==> src/sv/pfa_pkg.sv <==
// ----------------------------------------------------------------------------
// pfa_pkg
// types and constants shared by the page frame allocator
// ----------------------------------------------------------------------------
package pfa_pkg;

	localparam int PAGE_BYTES  = 4096;
	localparam int RAM_PAGES   = 4096;
	localparam int MAP_ENTRIES = 16;

	localparam int PAGE_SHIFT = $clog2(PAGE_BYTES);
	localparam int PN_W       = $clog2(RAM_PAGES);      // link table index
	localparam int PE_W       = PN_W + 1;               // page number up to RAM_PAGES
	localparam int RI_W       = (MAP_ENTRIES > 1) ? $clog2(MAP_ENTRIES) : 1;
	localparam int RC_W       = $clog2(MAP_ENTRIES + 1);
	localparam int CFG_W      = 25;

	typedef enum logic [2:0] {
		ACT_ADD     = 3'd0,
		ACT_ALLOC   = 3'd1,
		ACT_FREE    = 3'd2,
		ACT_RELEASE = 3'd3,
		ACT_CLEAR   = 3'd4
	} action_t;

	typedef enum logic [1:0] {
		ST_OK       = 2'd0,
		ST_REJECT   = 2'd1,
		ST_NO_PAGE  = 2'd2,
		ST_IGNORED  = 2'd3
	} status_t;

	localparam logic CFG_MEM_BYTES = 1'b0;
	localparam logic CFG_DMAP      = 1'b1;

	typedef struct packed {
		logic [2:0]  action;
		logic [63:0] address;
		logic [63:0] length;
		logic        region_usable;
	} req_t;

	typedef struct packed {
		logic [1:0]  status;
		logic [63:0] page_address;
		logic [63:0] free_pages;
	} rsp_t;

	typedef struct packed {
		logic        index;
		logic [63:0] data;
	} cfg_t;

	typedef enum logic [3:0] {
		S_IDLE,
		S_ADD,
		S_ALLOC,
		S_ALLOC_POP,
		S_SCAN,
		S_SCAN_CHK,
		S_BUMP,
		S_FREE,
		S_REL_CHK,
		S_REL_STEP,
		S_CLEAR,
		S_DONE
	} state_t;

	// controller to datapath
	typedef struct packed {
		logic capture;
		logic do_add;
		logic do_pop_rd;
		logic do_pop;
		logic scan_rd;
		logic scan_load;
		logic scan_fail;
		logic do_bump;
		logic do_free;
		logic rel_init;
		logic rel_step;
		logic do_clear;
		logic fail_alloc;
		logic respond;
	} cmd_t;

	// datapath to controller
	typedef struct packed {
		logic [2:0] action;
		logic       list_nonempty;
		logic       head_bad;
		logic       bump_avail;
		logic       scan_more;
		logic       scan_hit;
		logic       rel_ok;
		logic       rel_last;
	} sts_t;

endpackage

==> src/sv/pfa_ctrl.sv <==
// ----------------------------------------------------------------------------
// pfa_ctrl
// sequencer for the page frame allocator
// ----------------------------------------------------------------------------
module pfa_ctrl (
	input  logic          clk,
	input  logic          arst_n,
	input  logic          start,
	output logic          busy,
	output pfa_pkg::cmd_t cmd,
	input  pfa_pkg::sts_t sts
);
	import pfa_pkg::*;

	state_t state_q, state_d;

	always_ff @(posedge clk or negedge arst_n) begin
		if (!arst_n) state_q <= S_IDLE;
		else         state_q <= state_d;
	end

	always_comb begin
		state_d = state_q;
		case (state_q)
			S_IDLE: begin
				if (start) state_d = S_ADD;
			end
			S_ADD: begin
				case (sts.action)
					ACT_ADD:     state_d = S_DONE;
					ACT_ALLOC:   state_d = S_ALLOC;
					ACT_FREE:    state_d = S_DONE;
					ACT_RELEASE: state_d = S_REL_CHK;
					ACT_CLEAR:   state_d = S_DONE;
					default:     state_d = S_DONE;
				endcase
			end
			S_ALLOC: begin
				if (sts.list_nonempty) state_d = sts.head_bad ? S_DONE : S_ALLOC_POP;
				else if (sts.bump_avail) state_d = S_BUMP;
				else state_d = S_SCAN;
			end
			S_ALLOC_POP: state_d = S_DONE;
			S_SCAN: state_d = sts.scan_more ? S_SCAN_CHK : S_DONE;
			S_SCAN_CHK: state_d = sts.scan_hit ? S_BUMP : S_SCAN;
			S_BUMP: state_d = S_DONE;
			S_REL_CHK: state_d = (sts.rel_ok && !sts.rel_last) ? S_REL_STEP : S_DONE;
			S_REL_STEP: state_d = sts.rel_last ? S_DONE : S_REL_STEP;
			default: state_d = S_IDLE;
		endcase
	end

	always_comb begin
		cmd  = '0;
		busy = (state_q != S_IDLE);
		case (state_q)
			S_IDLE: cmd.capture = start;
			S_ADD: begin
				case (sts.action)
					ACT_ADD:     cmd.do_add = 1'b1;
					ACT_FREE:    cmd.do_free = 1'b1;
					ACT_RELEASE: cmd.rel_init = 1'b1;
					ACT_CLEAR:   cmd.do_clear = 1'b1;
					default:     cmd.do_add = 1'b0;
				endcase
			end
			S_ALLOC: begin
				if (sts.list_nonempty) begin
					if (sts.head_bad) cmd.fail_alloc = 1'b1;
					else cmd.do_pop_rd = 1'b1;
				end
			end
			S_ALLOC_POP: cmd.do_pop = 1'b1;
			S_SCAN: begin
				if (sts.scan_more) cmd.scan_rd = 1'b1;
				else begin
					cmd.scan_fail  = 1'b1;
					cmd.fail_alloc = 1'b1;
				end
			end
			S_SCAN_CHK: cmd.scan_load = sts.scan_hit;
			S_BUMP: cmd.do_bump = 1'b1;
			S_REL_STEP: cmd.rel_step = 1'b1;
			S_DONE: cmd.respond = 1'b1;
			default: cmd.respond = 1'b0;
		endcase
	end

endmodule

==> config.mk <==
export PLATFORM = sky130hd
export DESIGN_NAME = pfa_ctrl
export DESIGN_NICKNAME = d
export VERILOG_FILES = /design/src/sv/pfa_pkg.sv /design/src/sv/pfa_ctrl.sv
export SDC_FILE = /design/constraint.sdc
export NUM_CORES = 1
export LEC_CHECK = 0
export ABC_AREA = 1
export BUFFER_PORTS_ARGS = -buffer_cell sky130_fd_sc_hd__clkbuf_2
export CAP_MARGIN = 20
export CORE_AREA = 4 4 41 43
export DETAILED_ROUTE_END_ITERATION = 8
export DIE_AREA = 0 0 45 47
export PLACE_DENSITY = 0.66
export SYNTH_ARGS = -nofsm -noshare
export SYNTH_HDL_FRONTEND = slang
export SYNTH_SLANG_ARGS = --single-unit
==> constraint.sdc <==
create_clock -name clk -period 1.4 [get_ports clk]
set_clock_uncertainty 0.15 [all_clocks]
set_input_delay 0.28 -clock clk [delete_from_list [all_inputs] [get_ports clk]]
set_output_delay 0.28 -clock clk [all_outputs]
set_load 0.01 [all_outputs]
==> qor.yml, run 1 <==
fp.coreArea_sq_um: 1300
status: "finished with violations"
syn-num-nets: 88
netlist_area_sq_um: 459
synth_common_cells: "15 x sky130_fd_sc_hd__inv_1, 12 x sky130_fd_sc_hd__nand2_1, 12 x sky130_fd_sc_hd__nor2_1, 7 x sky130_fd_sc_hd__nand3_1"
floorplan.initialDensity_pct: 35.3
synth_enable_flop_cells: 0
placer_congestion: 0.796
cp.required_ns: 0.97
post-synth-top-area-fraction_pct: 21.8
yosysMostFrequentCell: "sky130_fd_sc_hd__inv_1"
postPlaceCellArea_sq_um: 728
share_seq_of_total_power_pct: 15.9
ys_seq_elements: 4
design.portCount: 28
design_power_total_mw: 1.83
die-height_um: 47
max_freq_ghz: 0.554
cts_max_level: 1
report.final.slew_viol_count: 0
worst_slack_ns: -0.407
ir_worst_vdd_mv: 1.10
cp.arrival_ns: 1.38
period_minus_slack_ns: 1.81
power.net_switching_mw: 0.880
synth.top_cells.by_area: "sky130_fd_sc_hd__dfrtp_1 22%, sky130_fd_sc_hd__inv_1 12%, sky130_fd_sc_hd__nand2_1 9.8%"
critical_path.max_stage_delay_ns: 0.43
clkPwrFrac_pct: 7.7
synth.avg_cell_area_sq_um: 6.12
worst_setup_path_start_kind: "flop"
layout_net_count: 142
endpoint_kind: "primary output"
yosysSeqAreaShare_pct: 21.8
drt_drc_violations_left: 0
insertion_delay_of_the_later_clocked_pin_in_the_worst_skew_pair_ns: 0.24
drv_cap: 0
cts_tree: "done"
average_detailed_routed_wire_length_per_instance_um: 12.3
pwr_density_cell_nw_per_um2: 1860
worst_path_most_repeated_cell: "sky130_fd_sc_hd__buf_6"
grt_remaining_overflow: 0
drt_iter0_drc: 31
maximum_number_of_pins_on_one_net_before_global_route_repair: 6
path_category_of_the_worst_min_delay_check: "in2reg"
criticalPathCategory: "reg2out"
first_pass_grt_wire_length_um: 2500
grt_antenna_before_repair: 0
regMostFlops: "state_q"
critical_path.cell_chain: "nor2_4 -> buf_6 -> nand2_4 -> o21ai_4 -> buf_6"
cp_slowest_cell: "sky130_fd_sc_hd__dfrtp_2"
detailroute.via_count: 712
failing_checks: "setup timing"
antennaDiodeCount: 0
largest_registers: "state_q (4)"
syn-instance-count: 75
final_non_filler_cell_area_sq_um: 983
die_area_sq_um: 2120
p_leak_nw: 0.547
die_width_um: 45
route.final.wire_length_um: 1750
routed_via_density: 5.01
async_reset_ff_share_pct: 100
placementRows: 13
dp_hpwl_um: 1160
first_global_vias: 625
final_util_pct: 75.6
dr.pass1.iters: 4
max_ffs_per_register: 4
cts_num_sinks: 4
clock_tree.root_cell: "sky130_fd_sc_hd__clkbuf_4"
cts_inserted_buffers: 3
internal_power_summed_over_all_cells_mw: 0.948
ant_nets: 0
synth_warnings: 0
rsz0062_at_grt: "true"
port-buffer-count: 27
whs_ns: 0.173
max-clock-path-buffers: 2
worst_setup_hold_path_clk_slew_ns: 0.04
switching_share_pct: 48.1
synth-main-ff-cell: "sky130_fd_sc_hd__dfrtp_1"
worst_slew_margin_rel_pct: 84.6
synth_top_cell_by_area: "sky130_fd_sc_hd__dfrtp_1"
fin_crit_sh_pct: 129
dp_slack_ns: -0.172
netlist-cell-type-count: 17
syn2layout_area_growth_pct: 114
finalHoldViolations: 0
layout-drive-gt1-share_pct: 65.4
slew_at_the_pin_closest_to_its_max_slew_limit_ns: 0.230
grt_usage_pct: 16.1
setup_violations: 19
share_comb_of_total_power_pct: 76.4
cp_max_fo: 5
==> cells by family (layout without fill, tap and decap cells) <==
| family | Yosys count | after routing | share of synthesized area (%) |
|---|---|---|---|
| and+or+nand+nor | 48 | 48 | 54.8 |
| DFF | 4 | 4 | 21.8 |
| buffers and inverters | 19 | 71 | 15.5 |
| AOI/OAI and AO/OA | 4 | 4 | 7.90 |
==> metal layers <==
layer  wire [um]  global-route usage (%)  part of all wire (%)
met3         134                    1.15                   7.7
met2         951                    29.9                    54
met5           0                       0                     0
met4          21                    5.26                   1.2
met1         643                    19.5                    37
==> power by group through the flow <==
| stage | Sequential (mW) | Combinational, mW | Clock [mW] |
|---|---|---|---|
| global route | 0.303 | 1.52 | 0.148 |
| global placement | 0.261 | 0.945 | 0 |
| floorplan | 0.257 | 0.533 | 0 |
| detailed placement | 0.265 | 0.961 | 0 |
| CTS | 0.292 | 1.14 | 0.140 |
| finish | 0.290 | 1.40 | 0.141 |
==> path summary, 6_finish.rpt <==
| kind | start | to | slack, ns | cells past startpoint |
|---|---|---|---|---|
| setup / recovery | state_q[3]$_DFFE_PN0P_ | cmd[1] | -0.41 | 5 |
| hold / removal | start | state_q[0]$_DFFE_PN0P_ | 0.17 | 3 |
| setup reg to reg | state_q[3]$_DFFE_PN0P_ | state_q[3]$_DFFE_PN0P_ | -0.25 | 9 |
| hold reg to reg | state_q[0]$_DFFE_PN0P_ | state_q[2]$_DFFE_PN0P_ | 0.60 | 3 |
| max in group asynchronous | arst_n | state_q[1]$_DFFE_PN0P_ | 0.72 | 2 |
| min in group asynchronous | arst_n | state_q[3]$_DFFE_PN0P_ | 0.24 | 2 |
==> layout by cell type (no fill, tap or decap) <==
cell                             n
sky130_fd_sc_hd__and2_1          1
sky130_fd_sc_hd__o211ai_1        2
sky130_fd_sc_hd__o21ai_4         1
sky130_fd_sc_hd__o21ai_1         1
sky130_fd_sc_hd__nor4_2          1
sky130_fd_sc_hd__inv_1          14
sky130_fd_sc_hd__nor3_2          3
sky130_fd_sc_hd__dfrtp_2         3
sky130_fd_sc_hd__nor2_4          7
sky130_fd_sc_hd__nor2_2          2
sky130_fd_sc_hd__nand3_2         2
sky130_fd_sc_hd__dfrtp_1         1
sky130_fd_sc_hd__clkbuf_2       15
sky130_fd_sc_hd__clkbuf_4        3
sky130_fd_sc_hd__dlygate4sd3_1   1
sky130_fd_sc_hd__nand3_1         5
sky130_fd_sc_hd__nor2_1          8
sky130_fd_sc_hd__inv_2           5
sky130_fd_sc_hd__nand2_1        10
sky130_fd_sc_hd__nand3b_1        1
sky130_fd_sc_hd__nand2_2         1
sky130_fd_sc_hd__buf_4          16
sky130_fd_sc_hd__nand2_4         3
sky130_fd_sc_hd__nor4_4          2
sky130_fd_sc_hd__nand3_4         2
sky130_fd_sc_hd__buf_6          10
sky130_fd_sc_hd__buf_2           7
==> area by class of cell <==
cell class,instances,area (sq um)
multi-input combinational,52,414
inverter,19,71.3
clock buffer,3,22.5
sequential,4,104
fill,96,318
tap,15,18.8
timing repair buffer,49,353
==> critical path: cells and delay by family (launching register included) <==
family                 cells  cell delay [ns]
AO/OA/AOI/OAI              1             0.14
buffers and inverters      2             0.27
flip-flops                 1             0.43
AND/OR/NAND/NOR            2             0.29
==> what timing repair did <==
| item | 4_1_cts | 5_1_grt |
|---|---|---|
| pin swaps | 4 | 9 |
| gates resized for setup | 15 | 35 |
| buffers inserted | 4 | 3 |
| hold buffers | 1 | 0 |
| endpoints found under the hold margin | 4 | 0 |
| endpoints found under the setup margin | 17 | 18 |
==> per-stage QoR <==
step / TNS [ns] / cells
6_report: -5.25 / 142
5_1_grt: -6.21 / 142
4_1_cts: -4.44 / 140
3_5_place_dp: -1.02 / 132
3_3_place_gp: -0.710 / 132
2_1_floorplan: -0.297 / 75
Power figures use the tool's default switching activity.
==> run 2: changes to the inputs <==
Settings changed: CTS_BUF_LIST set to sky130_fd_sc_hd__clkbuf_8.
==> qor.yml, run 2 (same netlist as run 1, synthesis figures left out) <==
placementRows: 13  # unchanged
fp.coreArea_sq_um: 1300  # unchanged
switching_share_pct: 45.5  # -2.7 points
die-height_um: 47  # unchanged
buf_inv_stages_crit_path: 2  # unchanged
setup_tns_ns: -4.21  # +1.04 ns
worst_setup_hold_path_clk_slew_ns: 0.03  # about the same
path_category_of_the_worst_min_delay_check: "in2reg"
internal_power_summed_over_all_cells_mw: 0.957  # +0.91%
pwr_density_cell_nw_per_um2: 1920  # +3.1%
drv_cap: 0  # unchanged
cts_max_level: 1  # unchanged
max_freq_ghz: 0.573  # +3.5%
route.final.wire_length_um: 1640  # -6.5%
max-clock-path-buffers: 2  # unchanged
cts_num_sinks: 4  # unchanged
clock_tree.root_cell: "sky130_fd_sc_hd__clkbuf_8"
clkPwrFrac_pct: 14.1  # +6.4 points
layout_net_count: 141  # -0.70%
whs_ns: 0.178  # +0.00485 ns
ir_worst_vdd_mv: 0.928  # -16%
status: "finished with violations"
routed_via_density: 4.79  # -4.5%
worst_slack_ns: -0.346  # +0.0610 ns
maximum_number_of_pins_on_one_net_before_global_route_repair: 6  # unchanged
max_ffs_per_register: 4  # unchanged
critical_path.max_stage_delay_ns: 0.44  # about the same
drt_drc_violations_left: 0  # unchanged
layout.cells.most_common_list: "20 x sky130_fd_sc_hd__clkbuf_2, 15 x sky130_fd_sc_hd__buf_4, 13 x sky130_fd_sc_hd__inv_1"
first_global_vias: 613  # -1.9%
cp.required_ns: 0.97  # about the same
layout-drive-gt1-share_pct: 62.7  # -2.7 points
cts_tree: "done"
period_minus_slack_ns: 1.75  # -0.0610 ns
slew_at_the_pin_closest_to_its_max_slew_limit_ns: 0.216  # -0.0134 ns
first_pass_grt_wire_length_um: 2470  # -1.4%
worst_path_most_repeated_cell: "sky130_fd_sc_hd__buf_6"
antennaDiodeCount: 0  # unchanged
dp_hpwl_um: 1160  # unchanged
grt_usage_pct: 16.3  # +0.21 points
grt_remaining_overflow: 0  # unchanged
setup_violations: 17  # -2
report.final.slew_viol_count: 0  # unchanged
regMostFlops: "state_q"
criticalPathCategory: "reg2out"
worst_reg2reg_startpoint: "state_q[3]$_DFFE_PN0P_"
die_width_um: 45  # unchanged
endpoint_kind: "primary output"
rsz0062_at_grt: "true"
cp_slowest_cell: "sky130_fd_sc_hd__dfrtp_2"
ant_nets: 0  # unchanged
worst_setup_path_start_kind: "flop"
design.portCount: 28  # unchanged
syn2layout_area_growth_pct: 99.5
die_area_sq_um: 2120  # unchanged
share_seq_of_total_power_pct: 16.1  # +0.2 points
power.net_switching_mw: 0.798  # -9.3%
detailroute.via_count: 675  # -5.2%
share_comb_of_total_power_pct: 69.8  # -6.6 points
cp_max_fo: 5  # unchanged
worst_setup_path_startpoint: "state_q[3]$_DFFE_PN0P_"
critical_path.cell_chain: "nor2_4 -> buf_6 -> nand2_4 -> o21ai_4 -> buf_6"
cts_inserted_buffers: 3  # unchanged
cp.arrival_ns: 1.32  # -0.06 ns
average_detailed_routed_wire_length_per_instance_um: 11.6  # -5.8%
insertion_delay_of_the_later_clocked_pin_in_the_worst_skew_pair_ns: 0.22  # -0.02 ns
drt_iter0_drc: 13  # -58%
largest_registers: "state_q (4)"
floorplan.initialDensity_pct: 35.3  # unchanged
grt_antenna_before_repair: 0  # unchanged
p_leak_nw: 0.525  # -4.1%
cpLargestDelayFamily: "flip-flops"
finalHoldViolations: 0  # unchanged
placer_congestion: 0.796  # unchanged
fin_crit_sh_pct: 125  # -4.4 points
final_common_cell: "sky130_fd_sc_hd__clkbuf_2"
timing.hold.worst.start: "start"
port-buffer-count: 27  # unchanged
dr.pass1.iters: 4  # unchanged
worst_slew_margin_rel_pct: 85.5  # +0.89 points
failing_checks: "setup timing"
run 2: changes by cell type in the layout (fill, tap and decap cells not counted), sizes merged:
cell,previous run,this run
buf,33,27
clkbuf,18,23
run 2: cell type report:
class	count	area [sq um]
multi-input combinational	52	354
clock buffer	3	41.3
tap	15	18.8
inverter	19	71.3
sequential	4	104
timing repair buffer	48	327
fill	116	385
run 2: metrics by stage:
step	utilization, %	power (mW)	cell area [sq um]	worst slack (ns)	instances
floorplan	-	0.790	462	-0.0969	75
global placement	56.0	1.21	728	-0.0942	132
detailed placement	56.0	1.23	728	-0.172	132
CTS	66.7	1.65	868	-0.330	141
global route	70.4	1.89	916	-0.408	141
finish	70.4	1.76	916	-0.346	141
run 2: power by group through the flow:
stage / registers (mW) / clock network, mW / logic (mW)
2_1_floorplan: 0.257 / 0 / 0.533
3_3_place_gp: 0.261 / 0 / 0.945
3_5_place_dp: 0.265 / 0 / 0.961
4_1_cts: 0.274 / 0.244 / 1.14
5_1_grt: 0.298 / 0.256 / 1.33
6_report: 0.283 / 0.247 / 1.23
run 2: per-layer routing:
metal | part of all wire [%] | GRT usage (%)
met1 | 38 | 19.5
met5 | 0 | 0
met3 | 6.2 | 2.30
met4 | 0.61 | 7.60
met2 | 55 | 28.8
run 2: final timing paths:
kind | slack, ns | depth (start not counted) | endpoint
worst min-delay path | 0.18 | 3 | state_q[0]$_DFFE_PN0P_
worst max register to register | -0.08 | 8 | state_q[3]$_DFFE_PN0P_
min in group asynchronous | 0.25 | 2 | state_q[2]$_DFFE_PN0P_
max in group asynchronous | 0.71 | 2 | state_q[0]$_DFFE_PN0P_
worst max-delay path | -0.35 | 5 | cmd[1]
worst min register to register | 0.55 | 3 | state_q[2]$_DFFE_PN0P_
run 2: timing repair:
action                                  4_1_cts  5_1_grt
buffers inserted                              5        2
endpoints found under the setup margin       17       18
hold buffers                                  1        0
pin swaps                                     3        5
gates resized for setup                      13       19
endpoints found under the hold margin         4        0
run 2: worst min-delay path, delay by kind of cell:
family,cells,cell delay (ns)
buf+inv,1,0.09
simple gates,2,0.13
==> run 3: changes to the inputs <==
Settings changed: CAP_MARGIN 20 to 0, CORE_AREA 4 4 41 43 to not set, CORE_MARGIN set to 4, CORE_UTILIZATION set to 33, DIE_AREA 0 0 45 47 to not set, PLACE_DENSITY 0.66 to not set.
==> qor.yml, run 3 (same netlist as run 1, synthesis figures left out) <==
placer_congestion: 0.772  # -3.0%
worst_setup_hold_path_clk_slew_ns: 0.03  # about the same
cp_max_fo: 5  # unchanged
filler_cell_count: 112  # -3.4%
ant_nets: 0  # unchanged
internal_power_summed_over_all_cells_mw: 1.03  # +7.8%
max_freq_ghz: 0.575  # +0.31%
cp.required_ns: 0.97  # about the same
status: "finished with violations"
endpoint_kind: "primary output"
clock_tree.root_cell: "sky130_fd_sc_hd__clkbuf_8"
layout-drive-gt1-share_pct: 63.8  # +1.1 points
report.final.slew_viol_count: 0  # unchanged
finalHoldViolations: 0  # unchanged
cts_tree: "done"
worst_setup_path_start_kind: "flop"
dp_hpwl_um: 1130  # -2.8%
dr.pass1.iters: 4  # unchanged
setup_tns_ns: -4.32  # -0.110 ns
clkPwrFrac_pct: 12.6  # -1.5 points
maximum_number_of_pins_on_one_net_before_global_route_repair: 6  # unchanged
drt_drc_violations_left: 0  # unchanged
max_ffs_per_register: 4  # unchanged
drt_iter0_drc: 13  # unchanged
slew_at_the_pin_closest_to_its_max_slew_limit_ns: 0.219  # +0.00245 ns
worst_slew_margin_rel_pct: 85.4  # -0.16 points
cp.arrival_ns: 1.31  # about the same
dp_slack_ns: -0.129  # +0.0432 ns
final_common_cell: "sky130_fd_sc_hd__buf_4"
cts_num_sinks: 4  # unchanged
grt_remaining_overflow: 0  # unchanged
cp_slowest_cell: "sky130_fd_sc_hd__dfrtp_1"
detailroute.via_count: 682  # +1.0%
postPlaceCellArea_sq_um: 728  # unchanged
grt_usage_pct: 16.2  # -0.11 points
average_detailed_routed_wire_length_per_instance_um: 10.7  # -7.6%
design_power_total_mw: 1.86  # +6.0%
final_non_filler_cell_area_sq_um: 952  # +4.0%
share_comb_of_total_power_pct: 71.5  # +1.7 points
pwr_density_cell_nw_per_um2: 1950  # +1.9%
drv_cap: 0  # unchanged
max-clock-path-buffers: 2  # unchanged
die_width_um: 45.3  # +0.67%
fin_crit_sh_pct: 124  # -0.38 points
rsz0062_at_grt: "true"
worst_slack_ns: -0.340  # +0.00532 ns
fp.coreArea_sq_um: 1300  # unchanged
critical_path.cell_chain: "nor2_4 -> buf_6 -> nand3_2 -> nor2_1 -> clkbuf_2"
power.net_switching_mw: 0.829  # +3.8%
antennaDiodeCount: 0  # unchanged
first_global_vias: 583  # -4.9%
regMostFlops: "state_q"
period_minus_slack_ns: 1.74  # -0.00532 ns
insertion_delay_of_the_later_clocked_pin_in_the_worst_skew_pair_ns: 0.21  # about the same
layout.cells.most_common_list: "22 x sky130_fd_sc_hd__buf_4, 20 x sky130_fd_sc_hd__clkbuf_2, 14 x sky130_fd_sc_hd__inv_1"
routed_via_density: 4.70  # -1.8%
grt_antenna_before_repair: 0  # unchanged
die-height_um: 45.3  # -3.6%
largest_registers: "state_q (4)"
p_leak_nw: 0.540  # +2.9%
die_area_sq_um: 2050  # -3.0%
share_seq_of_total_power_pct: 15.9  # -0.2 points
criticalPathCategory: "reg2out"
cts_inserted_buffers: 3  # unchanged
path_category_of_the_worst_min_delay_check: "in2reg"
route.final.wire_length_um: 1560  # -4.9%
final_cell_count_no_fill: 145  # +2.8%
floorplan.initialDensity_pct: 35.3  # unchanged
port-buffer-count: 27  # unchanged
syn2layout_area_growth_pct: 107
layout_net_count: 145  # +2.8%
place_inst: 132  # unchanged
failing_checks: "setup timing"
setup_violations: 18  # +1
placementRows: 13  # unchanged
design.portCount: 28  # unchanged
critical_path.max_stage_delay_ns: 0.41  # -0.03 ns
ir_worst_vdd_mv: 0.952  # +2.6%
switching_share_pct: 44.6  # -0.92 points
cts_max_level: 1  # unchanged
first_pass_grt_wire_length_um: 2350  # -5.0%
==> run 3: cell count changes in the layout (fill, tap and decap cells not counted) <==
| cell | change |
|---|---|
| sky130_fd_sc_hd__nand3_2 | -1 |
| sky130_fd_sc_hd__nor2_4 | +1 |
| sky130_fd_sc_hd__inv_1 | +1 |
| sky130_fd_sc_hd__nor2_2 | -1 |
| sky130_fd_sc_hd__nor3_1 | -1 |
| sky130_fd_sc_hd__nand3_4 | +1 |
| sky130_fd_sc_hd__inv_2 | -1 |
| sky130_fd_sc_hd__buf_6 | -4 |
| sky130_fd_sc_hd__nor3_4 | +1 |
| sky130_fd_sc_hd__buf_4 | +7 |
| sky130_fd_sc_hd__buf_2 | +1 |
==> run 3: stage by stage <==
| step | utilization [%] | hold WS, ns |
|---|---|---|
| after CTS | 67.3 | 0.175 |
| final | 73.2 | 0.176 |
| after global placement | 56.0 | -0.0631 |
| after floorplan | - | -0.166 |
| after global routing | 73.2 | 0.202 |
| after detailed placement | 56.0 | -0.0634 |
==> run 3: power by group through the flow <==
stage          clock [mW]  combinational, mW  sequential (mW)
2_1_floorplan           0              0.533            0.257
3_3_place_gp            0              0.951            0.262
3_5_place_dp            0              0.957            0.265
4_1_cts             0.238               1.14            0.289
5_1_grt             0.260               1.45            0.307
6_report            0.235               1.33            0.296
==> run 3: final cells by class <==
type                            instances  area [sq um]  area share [%]
Tap cell                               15          18.8            1.97
Timing Repair Buffer                   52           339            35.6
Multi-Input combinational cell         52           378            39.7
Clock buffer                            3          41.3            4.34
Inverter                               19          71.3            7.49
Sequential cell                         4           104            10.9
==> run 3: metal layers <==
| metal | wire (um) | up-vias | GRT usage, % | part of all wire [%] |
|---|---|---|---|---|
| met5 | 0 | - | 0 | 0 |
| met4 | 47 | 0 | 10.5 | 3.0 |
| met3 | 106 | 6 | 3.19 | 6.8 |
| met2 | 802 | 27 | 27.7 | 52 |
| met1 | 599 | 305 | 18.0 | 38 |
| li1 | - | 344 | - | - |
==> run 3: worst max-delay path, delay by kind of cell, from the launching register on <==
| kind | cells | cell delay, ns |
|---|---|---|
| flops | 1 | 0.41 |
| simple gates | 3 | 0.40 |
| buf+inv | 2 | 0.27 |
==> run 3: timing repair <==
action | 4_1_cts | 5_1_grt
setup endpoints to repair | 16 | 18
endpoints found under the hold margin | 4 | 0
pin swaps | 6 | 5
hold buffers | 1 | 0
resized for setup | 13 | 18
buffers inserted | 5 | 4
==> run 3: path summary, 6_finish.rpt <==
| path | cells past startpoint | slack [ns] | startpoint | endpoint |
|---|---|---|---|---|
| worst max-delay path | 5 | -0.34 | state_q[2]$_DFFE_PN0P_ | cmd[11] |
| worst min-delay path | 3 | 0.18 | start | state_q[0]$_DFFE_PN0P_ |
| worst min register to register | 3 | 0.57 | state_q[3]$_DFFE_PN0P_ | state_q[2]$_DFFE_PN0P_ |
| worst max register to register | 8 | -0.10 | state_q[2]$_DFFE_PN0P_ | state_q[0]$_DFFE_PN0P_ |
| max in group asynchronous | 2 | 0.72 | arst_n | state_q[3]$_DFFE_PN0P_ |
| min in group asynchronous | 2 | 0.25 | arst_n | state_q[1]$_DFFE_PN0P_ |
